## src/design/char_lcd_nibble_writer_defines.svh

```systemverilog
// Assertion macros for the character LCD nibble writer modules.
// No dependencies; included by modules that check their own logic.
`ifndef CHAR_LCD_NIBBLE_WRITER_DEFINES_SVH
`define CHAR_LCD_NIBBLE_WRITER_DEFINES_SVH

// The consequent must hold in the same cycle as the antecedent.
`define CLNW_ASSERT_IMPLIES(label, clk, rst_n, ante, cons) \
    label: assert property (@(posedge clk) disable iff (!rst_n) (ante) |-> (cons)) \
        else $error("clnw check failed");

// The consequent must hold in the cycle after the antecedent.
`define CLNW_ASSERT_NEXT(label, clk, rst_n, ante, cons) \
    label: assert property (@(posedge clk) disable iff (!rst_n) (ante) |=> (cons)) \
        else $error("clnw check failed");

// The condition must hold at every clock edge outside reset.
`define CLNW_ASSERT_ALWAYS(label, clk, rst_n, cond) \
    label: assert property (@(posedge clk) disable iff (!rst_n) (cond)) \
        else $error("clnw check failed");

`endif

```

## src/design/clnw_pkg.sv

```systemverilog
// Shared types, constants and tables for the character LCD nibble writer.
// No dependencies; imported by every module of the block.
package clnw_pkg;

    // Field and register widths.
    localparam int CLNW_CFG_W     = 24;
    localparam int CLNW_ADDR_W    = 3;
    localparam int CLNW_DATA_W    = 32;
    localparam int CLNW_NUMBER_W  = 16;
    localparam int CLNW_DIGITS    = 5;
    localparam int CLNW_INIT_LEN  = 9;

    // Default parameter values.
    localparam int CLNW_COLUMNS     = 16;
    localparam int CLNW_QUEUE_DEPTH = 4;

    // Register reset values.
    localparam logic [CLNW_CFG_W-1:0] CLNW_STROBE_RESET = 24'd50000;

    // Register indexes, taken from address bit 2.
    localparam logic REG_STROBE_HIGH = 1'b0;
    localparam logic REG_STROBE_LOW  = 1'b1;

    // Display constants.
    localparam logic [7:0] ROW0_BASE  = 8'h80;
    localparam logic [7:0] ROW1_BASE  = 8'hC0;
    localparam logic [7:0] ASCII_ZERO = 8'h30;

    // Operation codes of an input request.
    typedef enum logic [2:0] {
        FUNC_CMD  = 3'd0,
        FUNC_DATA = 3'd1,
        FUNC_POS  = 3'd2,
        FUNC_NUM  = 3'd3,
        FUNC_INIT = 3'd4
    } func_t;

    // One byte waiting to be sent as two nibbles.
    typedef struct packed {
        logic       rs;
        logic [7:0] value;
        logic       last;
    } byte_entry_t;

    // Strobe timing handed to the back end.
    typedef struct packed {
        logic [CLNW_CFG_W-1:0] high_cycles;
        logic [CLNW_CFG_W-1:0] low_cycles;
    } strobe_cfg_t;

    typedef enum logic [2:0] {
        F_IDLE,
        F_SEND,
        F_INIT,
        F_CONV,
        F_SKIP,
        F_DIGITS
    } front_state_t;

    typedef enum logic [1:0] {
        B_IDLE,
        B_EMIT,
        B_HIGH,
        B_LOW
    } back_state_t;

    // Fixed command bytes of the init sequence.
    function automatic logic [7:0] init_cmd(input logic [3:0] idx);
        logic [7:0] cmd;
        unique case (idx)
            4'd0:    cmd = 8'h30;
            4'd1:    cmd = 8'h30;
            4'd2:    cmd = 8'h30;
            4'd3:    cmd = 8'h20;
            4'd4:    cmd = 8'h28;
            4'd5:    cmd = 8'h08;
            4'd6:    cmd = 8'h01;
            4'd7:    cmd = 8'h06;
            4'd8:    cmd = 8'h0C;
            default: cmd = 8'h00;
        endcase
        return cmd;
    endfunction

endpackage

```

## src/design/char_lcd_nibble_writer.sv

```systemverilog
// Top level of the character LCD nibble writer: timing registers and wiring.
// Depends on clnw_pkg, clnw_front, clnw_queue and clnw_back.
//
// Channel   Direction  Handshake               Contents
// in        input      in_valid / in_ready     func, byte_value, row, col, number
// out       output     out_valid / out_ready   reg_select, nibble, last
// config    input      psel/penable/pwrite     paddr, pwdata, prdata, pready
//
// Each nibble strobe has a high and a low phase, paced by the strobe counter in the back
// end against the two timing registers; a byte takes two strobes plus one fetch.
// A request takes 0 to 18 strobes, none for an off-screen position or an unused code.
// A number goes through binary to decimal conversion, one shift-add-three step per bit,
// then a skip of leading zeros, overlapped with strobes of earlier requests in the queue.
// Reset clears all control state; both timing registers reset to 50000.
// A stalled result holds the next strobe; the queue lets the front end run ahead.
module char_lcd_nibble_writer
    import clnw_pkg::*;
#(
    parameter int COLUMNS     = CLNW_COLUMNS,
    parameter int QUEUE_DEPTH = CLNW_QUEUE_DEPTH
)
(
    input  logic                     clk,
    input  logic                     rst_n,
    // Request channel.
    input  logic                     in_valid,
    output logic                     in_ready,
    input  logic [2:0]               func,
    input  logic [7:0]               byte_value,
    input  logic [1:0]               row,
    input  logic [5:0]               col,
    input  logic [CLNW_NUMBER_W-1:0] number,
    // Result channel.
    output logic                     out_valid,
    input  logic                     out_ready,
    output logic                     reg_select,
    output logic [3:0]               nibble,
    output logic                     last,
    // Configuration port.
    input  logic                     psel,
    input  logic                     penable,
    input  logic                     pwrite,
    input  logic [CLNW_ADDR_W-1:0]   paddr,
    input  logic [CLNW_DATA_W-1:0]   pwdata,
    output logic [CLNW_DATA_W-1:0]   prdata,
    output logic                     pready
);

    logic [CLNW_CFG_W-1:0] high_reg;
    logic [CLNW_CFG_W-1:0] low_reg;
    logic                  cfg_write;
    strobe_cfg_t           strobe_cfg;
    logic                  push;
    byte_entry_t           push_entry;
    logic                  full;
    logic                  pop;
    byte_entry_t           head;
    logic                  empty;

    // Timing registers, written in the access phase.
    assign pready    = 1'b1;
    assign cfg_write = psel && penable && pwrite && pready;

    always_ff @(posedge clk or negedge rst_n)
    begin
        if (!rst_n)
        begin
            high_reg <= CLNW_STROBE_RESET;
            low_reg  <= CLNW_STROBE_RESET;
        end
        else if (cfg_write)
        begin
            if (paddr[2] == REG_STROBE_HIGH)
            begin
                high_reg <= pwdata[CLNW_CFG_W-1:0];
            end
            else
            begin
                low_reg <= pwdata[CLNW_CFG_W-1:0];
            end
        end
    end

    // Register read back.
    always_comb
    begin
        if (paddr[2] == REG_STROBE_LOW)
        begin
            prdata = {(CLNW_DATA_W - CLNW_CFG_W)'(0), low_reg};
        end
        else
        begin
            prdata = {(CLNW_DATA_W - CLNW_CFG_W)'(0), high_reg};
        end
    end

    assign strobe_cfg.high_cycles = high_reg;
    assign strobe_cfg.low_cycles  = low_reg;

    clnw_front #(
        .COLUMNS (COLUMNS)
    ) u_front (
        .clk        (clk),
        .rst_n      (rst_n),
        .in_valid   (in_valid),
        .in_ready   (in_ready),
        .func       (func),
        .byte_value (byte_value),
        .row        (row),
        .col        (col),
        .number     (number),
        .push       (push),
        .push_entry (push_entry),
        .full       (full)
    );

    clnw_queue #(
        .DEPTH (QUEUE_DEPTH)
    ) u_queue (
        .clk        (clk),
        .rst_n      (rst_n),
        .push       (push),
        .push_entry (push_entry),
        .full       (full),
        .pop        (pop),
        .head       (head),
        .empty      (empty)
    );

    clnw_back u_back (
        .clk        (clk),
        .rst_n      (rst_n),
        .head       (head),
        .empty      (empty),
        .pop        (pop),
        .strobe_cfg (strobe_cfg),
        .out_valid  (out_valid),
        .out_ready  (out_ready),
        .reg_select (reg_select),
        .nibble     (nibble),
        .last       (last)
    );

endmodule

```

## src/design/clnw_front.sv

```systemverilog
// Front end: accepts requests, decodes them and turns them into a byte list.
// Depends on clnw_pkg; feeds clnw_queue.
module clnw_front
    import clnw_pkg::*;
#(
    parameter int COLUMNS = CLNW_COLUMNS
)
(
    input  logic                     clk,
    input  logic                     rst_n,
    input  logic                     in_valid,
    output logic                     in_ready,
    input  logic [2:0]               func,
    input  logic [7:0]               byte_value,
    input  logic [1:0]               row,
    input  logic [5:0]               col,
    input  logic [CLNW_NUMBER_W-1:0] number,
    output logic                     push,
    output byte_entry_t              push_entry,
    input  logic                     full
);

    localparam logic [6:0] COL_LIMIT = 7'(COLUMNS);
    localparam int         STEP_W    = $clog2(CLNW_NUMBER_W);
    localparam int         DIG_W     = $clog2(CLNW_DIGITS);
    localparam logic [STEP_W-1:0] LAST_STEP = STEP_W'(CLNW_NUMBER_W - 1);
    localparam logic [DIG_W-1:0]  TOP_DIGIT = DIG_W'(CLNW_DIGITS - 1);
    localparam logic [3:0]        LAST_INIT = 4'(CLNW_INIT_LEN - 1);

    front_state_t              state_reg, state_next;
    byte_entry_t               send_reg, send_next;
    logic [CLNW_NUMBER_W-1:0]  bin_reg, bin_next;
    logic [3:0]                digit_reg [CLNW_DIGITS];
    logic [3:0]                digit_next [CLNW_DIGITS];
    logic [3:0]                adj [CLNW_DIGITS];
    logic [STEP_W-1:0]         step_reg, step_next;
    logic [DIG_W-1:0]          dig_idx_reg, dig_idx_next;
    logic [3:0]                init_idx_reg, init_idx_next;
    logic [3:0]                cur_digit;

    // Add three to every BCD digit of five or more before the next shift.
    always_comb
    begin
        for (int k = 0; k < CLNW_DIGITS; k++)
        begin
            adj[k] = (digit_reg[k] >= 4'd5) ? digit_reg[k] + 4'd3 : digit_reg[k];
        end
    end

    assign cur_digit = digit_reg[dig_idx_reg];
    assign in_ready  = (state_reg == F_IDLE);

    // Next state and byte output.
    always_comb
    begin
        state_next    = state_reg;
        send_next     = send_reg;
        bin_next      = bin_reg;
        digit_next    = digit_reg;
        step_next     = step_reg;
        dig_idx_next  = dig_idx_reg;
        init_idx_next = init_idx_reg;
        push          = 1'b0;
        push_entry    = '0;

        unique case (state_reg)
            F_IDLE:
            begin
                if (in_valid)
                begin
                    unique case (func_t'(func))
                        FUNC_CMD:
                        begin
                            send_next  = '{rs: 1'b0, value: byte_value, last: 1'b1};
                            state_next = F_SEND;
                        end
                        FUNC_DATA:
                        begin
                            send_next  = '{rs: 1'b1, value: byte_value, last: 1'b1};
                            state_next = F_SEND;
                        end
                        FUNC_POS:
                        begin
                            // Only the first two rows and columns on screen move the cursor.
                            if (!row[1] && ({1'b0, col} < COL_LIMIT))
                            begin
                                send_next.rs    = 1'b0;
                                send_next.value = (row[0] ? ROW1_BASE : ROW0_BASE)
                                                  + {2'b00, col};
                                send_next.last  = 1'b1;
                                state_next      = F_SEND;
                            end
                        end
                        FUNC_NUM:
                        begin
                            bin_next  = number;
                            step_next = '0;
                            for (int k = 0; k < CLNW_DIGITS; k++)
                            begin
                                digit_next[k] = 4'd0;
                            end
                            state_next = F_CONV;
                        end
                        FUNC_INIT:
                        begin
                            init_idx_next = 4'd0;
                            state_next    = F_INIT;
                        end
                        default:
                        begin
                            state_next = F_IDLE;
                        end
                    endcase
                end
            end

            F_SEND:
            begin
                if (!full)
                begin
                    push       = 1'b1;
                    push_entry = send_reg;
                    state_next = F_IDLE;
                end
            end

            F_INIT:
            begin
                if (!full)
                begin
                    push             = 1'b1;
                    push_entry.rs    = 1'b0;
                    push_entry.value = init_cmd(init_idx_reg);
                    push_entry.last  = (init_idx_reg == LAST_INIT);
                    if (init_idx_reg == LAST_INIT)
                    begin
                        state_next = F_IDLE;
                    end
                    else
                    begin
                        init_idx_next = init_idx_reg + 4'd1;
                    end
                end
            end

            F_CONV:
            begin
                // One shift-add-three step per cycle, most significant bit first.
                digit_next[0] = {adj[0][2:0], bin_reg[CLNW_NUMBER_W-1]};
                for (int k = 1; k < CLNW_DIGITS; k++)
                begin
                    digit_next[k] = {adj[k][2:0], adj[k-1][3]};
                end
                bin_next  = {bin_reg[CLNW_NUMBER_W-2:0], 1'b0};
                step_next = step_reg + 1'b1;
                if (step_reg == LAST_STEP)
                begin
                    dig_idx_next = TOP_DIGIT;
                    state_next   = F_SKIP;
                end
            end

            F_SKIP:
            begin
                // Drop leading zeros but keep the units digit.
                if ((cur_digit == 4'd0) && (dig_idx_reg != '0))
                begin
                    dig_idx_next = dig_idx_reg - 1'b1;
                end
                else
                begin
                    state_next = F_DIGITS;
                end
            end

            F_DIGITS:
            begin
                if (!full)
                begin
                    push             = 1'b1;
                    push_entry.rs    = 1'b1;
                    push_entry.value = ASCII_ZERO | {4'd0, cur_digit};
                    push_entry.last  = (dig_idx_reg == '0);
                    if (dig_idx_reg == '0)
                    begin
                        state_next = F_IDLE;
                    end
                    else
                    begin
                        dig_idx_next = dig_idx_reg - 1'b1;
                    end
                end
            end

            default:
            begin
                state_next = F_IDLE;
            end
        endcase
    end

    // Control state.
    always_ff @(posedge clk or negedge rst_n)
    begin
        if (!rst_n)
        begin
            state_reg <= F_IDLE;
        end
        else
        begin
            state_reg <= state_next;
        end
    end

    // Working registers of the current request.
    always_ff @(posedge clk)
    begin
        send_reg     <= send_next;
        bin_reg      <= bin_next;
        digit_reg    <= digit_next;
        step_reg     <= step_next;
        dig_idx_reg  <= dig_idx_next;
        init_idx_reg <= init_idx_next;
    end

endmodule

```

## src/design/clnw_queue.sv

```systemverilog
// Short byte queue between the front end and the strobe back end.
// Depends on clnw_pkg and the assertion macro header.
`include "char_lcd_nibble_writer_defines.svh"

module clnw_queue
    import clnw_pkg::*;
#(
    parameter int DEPTH = CLNW_QUEUE_DEPTH
)
(
    input  logic        clk,
    input  logic        rst_n,
    input  logic        push,
    input  byte_entry_t push_entry,
    output logic        full,
    input  logic        pop,
    output byte_entry_t head,
    output logic        empty
);

    localparam int PTR_W = (DEPTH > 1) ? $clog2(DEPTH) : 1;
    localparam int CNT_W = $clog2(DEPTH + 1);
    localparam logic [PTR_W-1:0] LAST_PTR = PTR_W'(DEPTH - 1);
    localparam logic [CNT_W-1:0] DEPTH_C  = CNT_W'(DEPTH);

    byte_entry_t       entry_reg [DEPTH];
    logic [PTR_W-1:0]  wr_ptr_reg, wr_ptr_next;
    logic [PTR_W-1:0]  rd_ptr_reg, rd_ptr_next;
    logic [CNT_W-1:0]  count_reg, count_next;

    assign full  = (count_reg == DEPTH_C);
    assign empty = (count_reg == '0);
    assign head  = entry_reg[rd_ptr_reg];

    // Pointer and fill count update.
    always_comb
    begin
        wr_ptr_next = wr_ptr_reg;
        rd_ptr_next = rd_ptr_reg;
        count_next  = count_reg;
        if (push)
        begin
            wr_ptr_next = (wr_ptr_reg == LAST_PTR) ? '0 : wr_ptr_reg + 1'b1;
        end
        if (pop)
        begin
            rd_ptr_next = (rd_ptr_reg == LAST_PTR) ? '0 : rd_ptr_reg + 1'b1;
        end
        if (push && !pop)
        begin
            count_next = count_reg + 1'b1;
        end
        else if (pop && !push)
        begin
            count_next = count_reg - 1'b1;
        end
    end

    always_ff @(posedge clk or negedge rst_n)
    begin
        if (!rst_n)
        begin
            wr_ptr_reg <= '0;
            rd_ptr_reg <= '0;
            count_reg  <= '0;
        end
        else
        begin
            wr_ptr_reg <= wr_ptr_next;
            rd_ptr_reg <= rd_ptr_next;
            count_reg  <= count_next;
        end
    end

    // Entry storage.
    always_ff @(posedge clk)
    begin
        if (push)
        begin
            entry_reg[wr_ptr_reg] <= push_entry;
        end
    end

    // Checks on queue use by both neighbors and on the fill count.
    `CLNW_ASSERT_IMPLIES(a_no_push_when_full, clk, rst_n, push, !full)
    `CLNW_ASSERT_IMPLIES(a_no_pop_when_empty, clk, rst_n, pop, !empty)
    `CLNW_ASSERT_ALWAYS(a_count_bounded, clk, rst_n, count_reg <= DEPTH_C)
    `CLNW_ASSERT_NEXT(a_count_grows, clk, rst_n, push && !pop, count_reg == $past(count_reg) + 1'b1)

endmodule

```

## src/design/clnw_back.sv

```systemverilog
// Back end: sends each queued byte as two paced nibble strobes.
// Depends on clnw_pkg; drains clnw_queue and drives the result channel.
module clnw_back
    import clnw_pkg::*;
(
    input  logic        clk,
    input  logic        rst_n,
    input  byte_entry_t head,
    input  logic        empty,
    output logic        pop,
    input  strobe_cfg_t strobe_cfg,
    output logic        out_valid,
    input  logic        out_ready,
    output logic        reg_select,
    output logic [3:0]  nibble,
    output logic        last
);

    back_state_t            state_reg, state_next;
    byte_entry_t            cur_reg, cur_next;
    logic                   half_reg, half_next;
    logic [CLNW_CFG_W-1:0]  cnt_reg, cnt_next;
    logic                   out_valid_reg, out_valid_next;
    logic                   rs_reg, rs_next;
    logic [3:0]             nibble_reg, nibble_next;
    logic                   last_reg, last_next;
    logic                   slot_free;
    logic                   load;

    assign slot_free = !out_valid_reg || out_ready;

    // Strobe sequencer: fetch a byte, then high and low phases per nibble.
    always_comb
    begin
        state_next = state_reg;
        cur_next   = cur_reg;
        half_next  = half_reg;
        cnt_next   = cnt_reg;
        pop        = 1'b0;
        load       = 1'b0;

        unique case (state_reg)
            B_IDLE:
            begin
                if (!empty)
                begin
                    pop        = 1'b1;
                    cur_next   = head;
                    half_next  = 1'b0;
                    state_next = B_EMIT;
                end
            end
            B_EMIT:
            begin
                if (slot_free)
                begin
                    load       = 1'b1;
                    cnt_next   = CLNW_CFG_W'(1);
                    state_next = B_HIGH;
                end
            end
            B_HIGH:
            begin
                if (cnt_reg >= strobe_cfg.high_cycles)
                begin
                    cnt_next   = CLNW_CFG_W'(1);
                    state_next = B_LOW;
                end
                else
                begin
                    cnt_next = cnt_reg + 1'b1;
                end
            end
            B_LOW:
            begin
                if (cnt_reg >= strobe_cfg.low_cycles)
                begin
                    if (!half_reg)
                    begin
                        half_next  = 1'b1;
                        state_next = B_EMIT;
                    end
                    else
                    begin
                        state_next = B_IDLE;
                    end
                end
                else
                begin
                    cnt_next = cnt_reg + 1'b1;
                end
            end
            default:
            begin
                state_next = B_IDLE;
            end
        endcase
    end

    // Result register, loaded as each strobe starts.
    always_comb
    begin
        out_valid_next = out_valid_reg && !out_ready;
        rs_next        = rs_reg;
        nibble_next    = nibble_reg;
        last_next      = last_reg;
        if (load)
        begin
            out_valid_next = 1'b1;
            rs_next        = cur_reg.rs;
            nibble_next    = half_reg ? cur_reg.value[3:0] : cur_reg.value[7:4];
            last_next      = cur_reg.last && half_reg;
        end
    end

    always_ff @(posedge clk or negedge rst_n)
    begin
        if (!rst_n)
        begin
            state_reg     <= B_IDLE;
            out_valid_reg <= 1'b0;
        end
        else
        begin
            state_reg     <= state_next;
            out_valid_reg <= out_valid_next;
        end
    end

    always_ff @(posedge clk)
    begin
        cur_reg    <= cur_next;
        half_reg   <= half_next;
        cnt_reg    <= cnt_next;
        rs_reg     <= rs_next;
        nibble_reg <= nibble_next;
        last_reg   <= last_next;
    end

    assign out_valid  = out_valid_reg;
    assign reg_select = rs_reg;
    assign nibble     = nibble_reg;
    assign last       = last_reg;

endmodule

```

## config.mk

```make
export PLATFORM = sky130hd
export DESIGN_NAME = char_lcd_nibble_writer
export DESIGN_NICKNAME = d
export VERILOG_FILES = /design/src/design/clnw_pkg.sv /design/src/design/char_lcd_nibble_writer.sv /design/src/design/clnw_front.sv /design/src/design/clnw_queue.sv /design/src/design/clnw_back.sv
export VERILOG_INCLUDE_DIRS = /design/src /design/src/design
export SDC_FILE = /design/constraint.sdc
export NUM_CORES = 1
export LEC_CHECK = 0
export ABC_AREA = 1
export BUFFER_PORTS_ARGS = -buffer_cell sky130_fd_sc_hd__buf_2
export CAP_MARGIN = 20
export CELL_PAD_IN_SITES_DETAIL_PLACEMENT = 0
export CELL_PAD_IN_SITES_GLOBAL_PLACEMENT = 1
export CORE_ASPECT_RATIO = 2
export CORE_MARGIN = 3
export CORE_UTILIZATION = 45
export CTS_CLUSTER_SIZE = 30
export DETAILED_ROUTE_END_ITERATION = 12
export PLACE_DENSITY = 0.89
export SLEW_MARGIN = 20
export SYNTH_ARGS = -nofsm -noshare
export SYNTH_HDL_FRONTEND = slang
export SYNTH_HIERARCHICAL = 1
export SYNTH_SLANG_ARGS = --single-unit
```

## constraint.sdc

```tcl
create_clock -name clk -period 5.4 [get_ports clk]
set_input_delay 1.08 -clock clk [delete_from_list [all_inputs] [get_ports clk]]
set_output_delay 1.08 -clock clk [all_outputs]
set_load 0.01 [all_outputs]
```

==> results of run 1 <==
## routing by layer
| metal | GRT usage | up-vias | wire, um |
|---|---|---|---|
| met5 | 0 | - | 0 |
| met4 | 0.1291 | 0 | 1818 |
| met3 | 0.01834 | 76 | 818 |
| met2 | 0.4006 | 191 | 15550 |
| met1 | 0.1739 | 4282 | 8879 |
| li1 | - | 4601 | - |
## how the worst max path moves through the flow
stage / start / endpoint / cells after the start
after global placement: paddr[2] / prdata[17] / 6
after detailed placement: paddr[2] / prdata[19] / 6
after global routing: paddr[2] / prdata[19] / 6
after floorplan: func[2] / u_front/bin_reg[0] / 3
after CTS: paddr[2] / prdata[19] / 6
final: paddr[2] / prdata[18] / 6
## power groups by stage
stage	clock, mW	combinational [mW]	sequential [mW]
global placement	0	2.36	2.77
global route	1.60	2.81	2.81
floorplan	0	1.92	2.59
detailed placement	0	2.43	2.79
finish	1.50	2.43	2.75
CTS	1.54	2.46	2.76
## metrics by stage
stage	instances	cell area, sq um	hold WS [ns]
global placement	1776	12450	0.4270
finish	1814	13170	0.4495
detailed placement	1776	12450	0.4369
CTS	1814	13170	0.4564
floorplan	1376	11740	0.4003
global route	1814	13170	0.4724
## Yosys cell counts (5+ instances only)
library cell / count
xor2_1: 10
buf_4: 13
nand4_1: 16
dfrtp_1: 49
a31oi_1: 5
o21ai_0: 26
a21oi_1: 41
nand2_1: 472
nor2_1: 94
nor3_1: 17
buf_6: 9
inv_1: 172
o211ai_2: 20
dfxtp_1: 6
buf_2: 15
ha_1: 74
nand2_2: 9
nand3_1: 97
xnor2_1: 9
dfstp_2: 12
edfxtp_1: 137
clkbuf_1: 8
inv_2: 13
## cells in the final DEF, fill, tap and decap left out, types with 6 or more instances in the layout
| master | instances |
|---|---|
| ha_1 | 74 |
| dfstp_2 | 12 |
| xor2_1 | 10 |
| nor3_1 | 17 |
| buf_4 | 12 |
| nand2_2 | 9 |
| inv_1 | 172 |
| nand2_1 | 472 |
| dfrtp_1 | 49 |
| a21oi_1 | 40 |
| nor2_1 | 93 |
| nand4_1 | 16 |
| clkbuf_16 | 22 |
| buf_2 | 98 |
| o211ai_2 | 20 |
| edfxtp_1 | 137 |
| dfxtp_1 | 6 |
| xnor2_1 | 9 |
| inv_2 | 13 |
| nand3_1 | 97 |
| o21ai_0 | 25 |
| conb_1 | 9 |
## cell families after synthesis
family,Yosys count,share of synthesized area
fa+ha+maj,75,0.08074
flops,204,0.4930
other cells,2,0.0006411
buf+inv,232,0.08587
simple gates,726,0.2607
xor+xnor,19,0.01420
compound gates,111,0.06483
## cell type report
cell class,count,share of cell area
multi-input combinational,940,0.3780
timing repair buffer,110,0.04409
sequential,204,0.4386
tap,336,0.03193
inverter,186,0.05302
clock buffer,28,0.04580
clock inverter,10,0.008552
==> results.ini, run 1 <==
[yosys]
async_reset_ff_frac = 0.2990
syn-cell-area_sq_mm = 0.01171
ys.warnings.count = 6
synth_top_cell_area_share = 0.3512
syn-instance-count = 1369
netlist_top_cells_area = edfxtp_1, nand2_1, dfrtp_1
yosysSeqAreaShare = 0.4930
synth.distinct_cells = 48
yosys.area.top_type = edfxtp_1
ys_ff_latch = 204
syn_avg_cell_area_sq_um = 8.557
synth_edf_count = 137
synthFlopType = edfxtp_1

[floorplanning]
row_count = 82
die_area_sq_mm = 0.02812
die_w_um = 120.1
core_area_sq_mm = 0.02534
io_pins = 118
start_util = 0.4623
die_y_um = 234.2

[pwr]
power_density_mw_per_mm2 = 507.3
switching_power_mw = 2.641
ir_drop_mv = 0.3593
p_sw_frac = 0.3953
internal_power_mw = 4.040
p_clk_frac = 0.225
p_seq_frac = 0.412
fin_total_pwr_mw = 6.680
p_comb_frac = 0.363
power.leakage_nw = 6.354

[sta]
hold_viol = 0
fmaxAchievable_mhz = 299.2
period_share = 0.6188
rsz0062_at_grt = no
skew_ns = 0.01082
fin_tns_setup_ns = 0
worstMarginPinSlew_ns = 0.8240
drv_slew = 0
slew_headroom = 0.4481
setup_ws_ns = 2.058
finalSetupViolations = 0
fin_crit_ns = 3.342

[critical_path]
cpMaxStageDelayCell = buf_4
r2r_setup_slack_ns = 2.62
cp.arrival_ns = 2.26
start_kind = input pin
path_buf_inv = 4
cp.required_ns = 4.32
cp-end-kind = primary output
reg2reg_from = u_front/state_reg[2]
criticalPathCategory = input pin to primary output
crit_chain = buf_2 -> inv_1 -> buf_4 -> nand2_1 -> nand2_1 -> buf_2
crit_fanout = 38
r2r_cells = 10
cp_top_family = buffers and inverters
max_stage_delay_ns = 0.45
rr_endpoint = u_queue/count_reg[2]

[global_routing]
groute.usage.overall = 0.1954
overflow = 0
grt_pass1_wl_mm = 44.05
grt_max_degree = 62
first_global_vias = 9312
antenna_found_initial = 0

[cts]
ctsHoldBuffers = 0
post_cts_buffers = 0
h-tree-depth = 1
post_cts_resized = 0
cts_buffer_depth = 3
cts_root_buffer = clkbuf_16
path_clk_slew_ns = 0.06
clock_latency_ns = 0.51
cts_tree = built
numCtsBuffers = 21
clock_sinks = 204

[routing]
drtIter0Drc = 364
drt.antenna.violating_nets = 0
drt-total-wl_mm = 27.07
drc = 0
first_pass_iters = 5
viasPerCell = 5.044
via_count = 9150
avgRoutedWirePerCell_um = 14.92

[finish]
final_util = 0.5196
multi_input_area_sq_mm = 0.004977
nFillCells = 2427
regArea_sq_mm = 0.005776
diodes = 0
nNetsFinal = 1615
synthToLayoutAreaGrowth_pct = 12.40
largest_reg_flops = 40
drive_gt1_frac = 0.1495

[hold_path]
hold_end = u_back/reg_select
min_path_type = register to register
min_path_cells = 0
worstHoldStart = u_back/cur_reg[9]

[run]
max_cap_violations = 0

[status]
status = complete, no violations

[placed_design]
hpwl_mm = 20.20
port_buffers = 98
place_ws_ns = 2.056
gp_congestion = 0.8583

No activity file was read; power rests on OpenSTA's default activity.
==> run 2, diff against run 1 <==
Settings changed: CORE_UTILIZATION 45 to 41, PLACE_DENSITY 0.89 to 0.86.
Clock period 5.4 ns to 2.7 ns, I/O delays scaled along.
==> run 2 against run 1 <==
Net effect:
- die area is 9.4% higher
- critical path depth is 6 higher
- sequential cell count stayed put
- non-clock buffer count is 8 higher
==> results.ini, run 2 (synthesized netlist as in run 1, its figures left out) <==
[status]
status = complete, no violations

[critical_path]
cp.required_ns = 2.91
crit_path_frequent_cell = nand2_1
crit_chain = inv_1 -> ha_1 -> nand2_1 -> nand3_1 -> nand2_1 -> nand2_1 -> nand2_1 -> nand2_1 -> nand2_1 -> nand3_1 -> a21oi_2 -> buf_12
crit_fanout = 24
start_kind = register
cp-end-kind = register
path_buf_inv = 2
cp.arrival_ns = 2.63
reg2reg_from = u_back/cnt_reg[0]
max_stage_delay_ns = 0.43
rr_endpoint = u_back/cnt_reg[17]
criticalPathCategory = register to register
cp_top_family = simple AND/OR/NAND/NOR gates
cpMaxStageDelayCell = edfxtp_1
r2r_cells = 12
r2r_setup_slack_ns = 0.28
worst-path-stages = 12

[cts]
post_cts_buffers = 0
ctsHoldBuffers = 0
clock_latency_ns = 0.50
cts_root_buffer = clkbuf_16
path_clk_slew_ns = 0.07
h-tree-depth = 1
cts_tree = built
post_cts_resized = 0
cts_buffer_depth = 3
numCtsBuffers = 21
clock_sinks = 204

[sta]
setup_ws_ns = 0.2776
slew_headroom = 0.4537
hold_viol = 0
worstMarginPinSlew_ns = 0.8183
skew_ns = 0.007150
drv_slew = 0
fin_crit_ns = 2.422
fin_tns_setup_ns = 0
fmaxAchievable_mhz = 412.8
finalSetupViolations = 0
period_share = 0.8972
rsz0062_at_grt = no

[finish]
nFillCells = 2697
largest_reg_flops = 40
layout_commonest_cell = nand2_1
drive_gt1_frac = 0.1556
final_util = 0.4785
mostFrequentLayoutCells = nand2_1, inv_1, edfxtp_1
diodes = 0
nNetsFinal = 1623
synthToLayoutAreaGrowth_pct = 13.83

[routing]
first_pass_iters = 5
met2_length_mm = 15.90
wl_met1_mm = 9.179
drt-total-wl_mm = 27.45
drt.antenna.violating_nets = 0
drtIter0Drc = 340
highest_layer = met4
avgRoutedWirePerCell_um = 14.94
via_count = 9147
viasPerCell = 4.979
drc = 0
wl_met3_um = 795

[placed_design]
place_ws_ns = 0.2544
hpwl_mm = 20.59
gp_congestion = 0.8061
port_buffers = 98

[pwr]
power.leakage_nw = 6.430
internal_power_mw = 8.299
fin_total_pwr_mw = 13.56
p_seq_frac = 0.397
power_density_mw_per_mm2 = 1017
ir_drop_mv = 0.8541
switching_power_mw = 5.261
p_clk_frac = 0.228
p_comb_frac = 0.375
p_sw_frac = 0.3880

[floorplanning]
die_area_sq_mm = 0.03076
row_count = 86
die_y_um = 245.1
die_w_um = 125.5
core_area_sq_mm = 0.02787
start_util = 0.4204
io_pins = 118

[hold_path]
min_path_type = input pin to async pin

[global_routing]
overflow = 0
first_global_vias = 9419
grt_max_degree = 50
grt_pass1_wl_mm = 44.95
groute.usage.overall = 0.1792
antenna_found_initial = 0

[run]
max_cap_violations = 0

run 2: how the worst max path moves through the flow:
| stage | from | endpoint | slack [ns] |
|---|---|---|---|
| floorplan | u_front/state_reg[0] | u_front/bin_reg[0] | 0.10 |
| global placement | u_back/cnt_reg[0] | u_back/cnt_reg[20] | 0.28 |
| detailed placement | u_back/cnt_reg[0] | u_back/cnt_reg[22] | 0.25 |
| CTS | u_back/cnt_reg[3] | u_back/cnt_reg[18] | 0.24 |
| global route | u_back/cnt_reg[15] | u_back/cnt_reg[2] | 0.07 |
| finish | u_back/cnt_reg[0] | u_back/cnt_reg[17] | 0.28 |
run 2: metrics by stage:
step                      cells  instance area, sq um  hold slack (ns)
final                      1837                 13340          0.06283
after global routing       1837                 13340          0.08806
after CTS                  1837                 13340          0.06444
after detailed placement   1800                 12590           0.4098
after global placement     1800                 12590           0.4186
after floorplan            1376                 11750           0.2444
run 2: worst reg2reg max path: cells and delay by family (launching register included):
family,cells,cell delay [ns]
fa+ha+maj,1,0.29
flops,1,0.43
simple gates,8,0.67
buf+inv,2,0.47
compound gates,1,0.26
run 2: power by group through the flow:
stage	clock network (mW)	registers, mW	logic (mW)
after detailed placement	0	5.46	5.12
after global placement	0	5.42	4.96
after CTS	3.19	5.40	5.15
final	3.09	5.38	5.08
after floorplan	0	5.17	3.85
after global routing	3.30	5.49	5.89
run 2: metal layers:
| metal | up-vias | track usage |
|---|---|---|
| li1 | 4609 | - |
| met1 | 4299 | 0.1645 |
| met2 | 161 | 0.3669 |
| met3 | 78 | 0.02025 |
| met4 | 0 | 0.1009 |
| met5 | - | 0 |
run 2: cell type report:
cell class / count / area [sq um] / area share
multi-input combinational: 940 / 4977 / 0.3732
tap: 352 / 440.4 / 0.03303
sequential: 204 / 5776 / 0.4331
clock inverter: 7 / 91.34 / 0.006849
timing repair buffer: 118 / 703.2 / 0.05273
clock buffer: 30 / 649.4 / 0.04870
inverter: 186 / 698.2 / 0.05236
==> run 3, diff against run 2 <==
Settings changed: SYNTH_HIERARCHICAL 1 to unset.
==> run 3 against run 2 <==
Net effect:
- sequential share of layout area up 1.9 points
- non-clock buffer count fell by 1
- count of clock-buffer cells in the layout unchanged
- fmax rose by 2.7%
- die area shrank 5.3%
- via count decreased by 7.8%
- sequential power fell by 2%
- setup slack better by 0.063 ns
- design area down 4.2%
- utilization up 0.37 points
- critical endpoint is now u_back.cnt_reg[21]
- largest power group unchanged
- highest routed layer unchanged
==> results.ini, run 3 <==
[status]
status = complete, no violations

[critical_path]
criticalPathCategory = register to register
start_kind = register
cp-end-kind = register
r2r_setup_slack_ns = 0.34
cp.required_ns = 2.90
critPathCapture = u_back.cnt_reg[21]
r2r_cells = 9
rr_endpoint = u_back.cnt_reg[21]
crit_fanout = 24
critPathLaunch = u_back.cnt_reg[21]
reg2reg_from = u_back.cnt_reg[21]
cp.arrival_ns = 2.56

[cts]
h-tree-depth = 1
post_cts_resized = 0
numCtsBuffers = 21
path_clk_slew_ns = 0.06
clock_latency_ns = 0.51
clock_sinks = 204
post_cts_buffers = 0
cts_buffer_depth = 3
cts_root_buffer = clkbuf_16
ctsHoldBuffers = 0
cts_tree = built

[hold_path]
min_path_type = input pin to async pin

[finish]
layout_commonest_cell = nand2_1
synthToLayoutAreaGrowth_pct = 15.41
mostFrequentLayoutCells = nand2_1, inv_1, edfxtp_1
drive_gt1_frac = 0.1359
largest_reg_flops = 40
stdcell_area_sq_mm = 0.01277
nNetsFinal = 1507

[floorplanning]
die_area_sq_mm = 0.02912
die_y_um = 238.3
io_pins = 118
row_count = 84
die_w_um = 122.2
start_util = 0.4178
core_area_sq_mm = 0.02649

[run]
max_cap_violations = 0

[yosys]
synth.distinct_cells = 44
syn-cell-area_sq_mm = 0.01107
synth_common_cells = nand2_1, inv_1, edfxtp_1
yosysSeqAreaShare = 0.5219
netlist_top_cells_area = edfxtp_1, dfrtp_1, nand2_1
syn_avg_cell_area_sq_um = 8.874
yosysMostFrequentCell = nand2_1
synth_edf_count = 137
syn-instance-count = 1247
yosys.area.top_type = edfxtp_1
synth_top_cell_area_share = 0.3718
synthFlopType = edfxtp_1
async_reset_ff_frac = 0.2990
ys_ff_latch = 204
ys.warnings.count = 0

[routing]
drt-total-wl_mm = 25.24
via_count = 8436
drc = 0
avgRoutedWirePerCell_um = 14.71
first_pass_iters = 5
viasPerCell = 4.916
drtIter0Drc = 288
drt.antenna.violating_nets = 0

[global_routing]
antenna_found_initial = 3
grt_max_degree = 49
groute.usage.overall = 0.1758
first_global_vias = 8481
overflow = 0
grt_pass1_wl_mm = 40.75

[sta]
hold_viol = 0
fin_crit_ns = 2.359
drv_slew = 0
finalSetupViolations = 0
skew_ns = 0.02087
slew_headroom = 0.4871
worstMarginPinSlew_ns = 0.7694
period_share = 0.8737
rsz0062_at_grt = no
fin_tns_setup_ns = 0
fmaxAchievable_mhz = 423.9

[placed_design]
hpwl_mm = 19.19
dpl_cell_area_sq_mm = 0.01204
gp_congestion = 0.8514
port_buffers = 98

[pwr]
power.leakage_nw = 5.890
power_density_mw_per_mm2 = 1005
ir_drop_mv = 0.6133

[run 3: changes by cell type after synthesis, sizes merged, moves of 14 or more]
cell / before / now
a21oi: 43 / 57
clkbuf: 8 / 28
o21ai: 31 / 133
o211ai: 21 / 4
nand3: 100 / 31
buf: 38 / 12
nand2: 481 / 321
[run 3: metrics by stage]
stage / total power, mW / util / hold WS (ns) / worst slack [ns] / cells
3_5_place_dp: 9.917 / 0.4547 / 0.4265 / 0.3160 / 1675
4_1_cts: 13.01 / 0.4819 / 0.1142 / 0.2986 / 1713
3_3_place_gp: 9.764 / 0.4547 / 0.4068 / 0.3561 / 1675
2_1_floorplan: 8.393 / - / 0.2444 / 0.1177 / 1254
6_report: 12.84 / 0.4822 / 0.1096 / 0.3409 / 1716
5_1_grt: 13.87 / 0.4822 / 0.1594 / 0.08330 / 1716
[run 3: routing by layer]
layer | share of wire | GRT usage | up-vias
met1 | 0.35 | 0.1702 | 3931
li1 | - | - | 4304
met3 | 0.030 | 0.01898 | 55
met4 | 0.039 | 0.07988 | 0
met5 | 0 | 0 | -
met2 | 0.58 | 0.3573 | 146
[run 3: how the worst min path moves through the flow]
stage                            startpoint                end  slack, ns  depth (start not counted)
after floorplan                       rst_n        high_reg[0]       0.24                          0
final                                 rst_n        high_reg[7]       0.11                          1
after CTS                             rst_n        high_reg[7]       0.11                          1
after global placement    u_back.cur_reg[9]  u_back.reg_select       0.41                          0
after detailed placement  u_back.cur_reg[9]  u_back.reg_select       0.43                          0
after global routing                  rst_n        high_reg[7]       0.16                          1
[run 3: cell families after synthesis]
kind of cell / Yosys count / share of synthesized area
buf+inv: 222 / 0.07858
xor+xnor: 24 / 0.01900
other cells: 2 / 0.0006787
compound gates: 225 / 0.1114
simple gates: 494 / 0.1818
fa+ha+maj: 76 / 0.08661
flops: 204 / 0.5219
[run 3: area by class of cell]
type,instances,area (sq um)
fill,2605,13710
sequential,204,5776
multi-input combinational,828,4483
inverter,182,683.2
timing repair buffer,117,670.6
clock buffer,30,624.3
tap,344,430.4
clock inverter,8,96.34
antenna,3,7.507
[run 3: where the power goes]
part / leakage (nW) / total (mW) / internal [mW] / switching, mW
Clock: 0.359 / 3.02 / 1.81 / 1.22
Sequential: 2.09 / 5.29 / 4.58 / 0.710
Combinational: 3.44 / 4.52 / 1.64 / 2.88
Total: 5.89 / 12.8 / 8.03 / 4.81
[run 3: worst max-delay path, cell delays in order, from the launching register on]
cell	delay, ns
edfxtp_1	0.46
ha_1	0.33
a21oi_1	0.15
nor2_1	0.05
nor2_1	0.15
nand2_1	0.09
a21oi_1	0.18
nand3_1	0.15
a211oi_4	0.27
buf_12	0.22
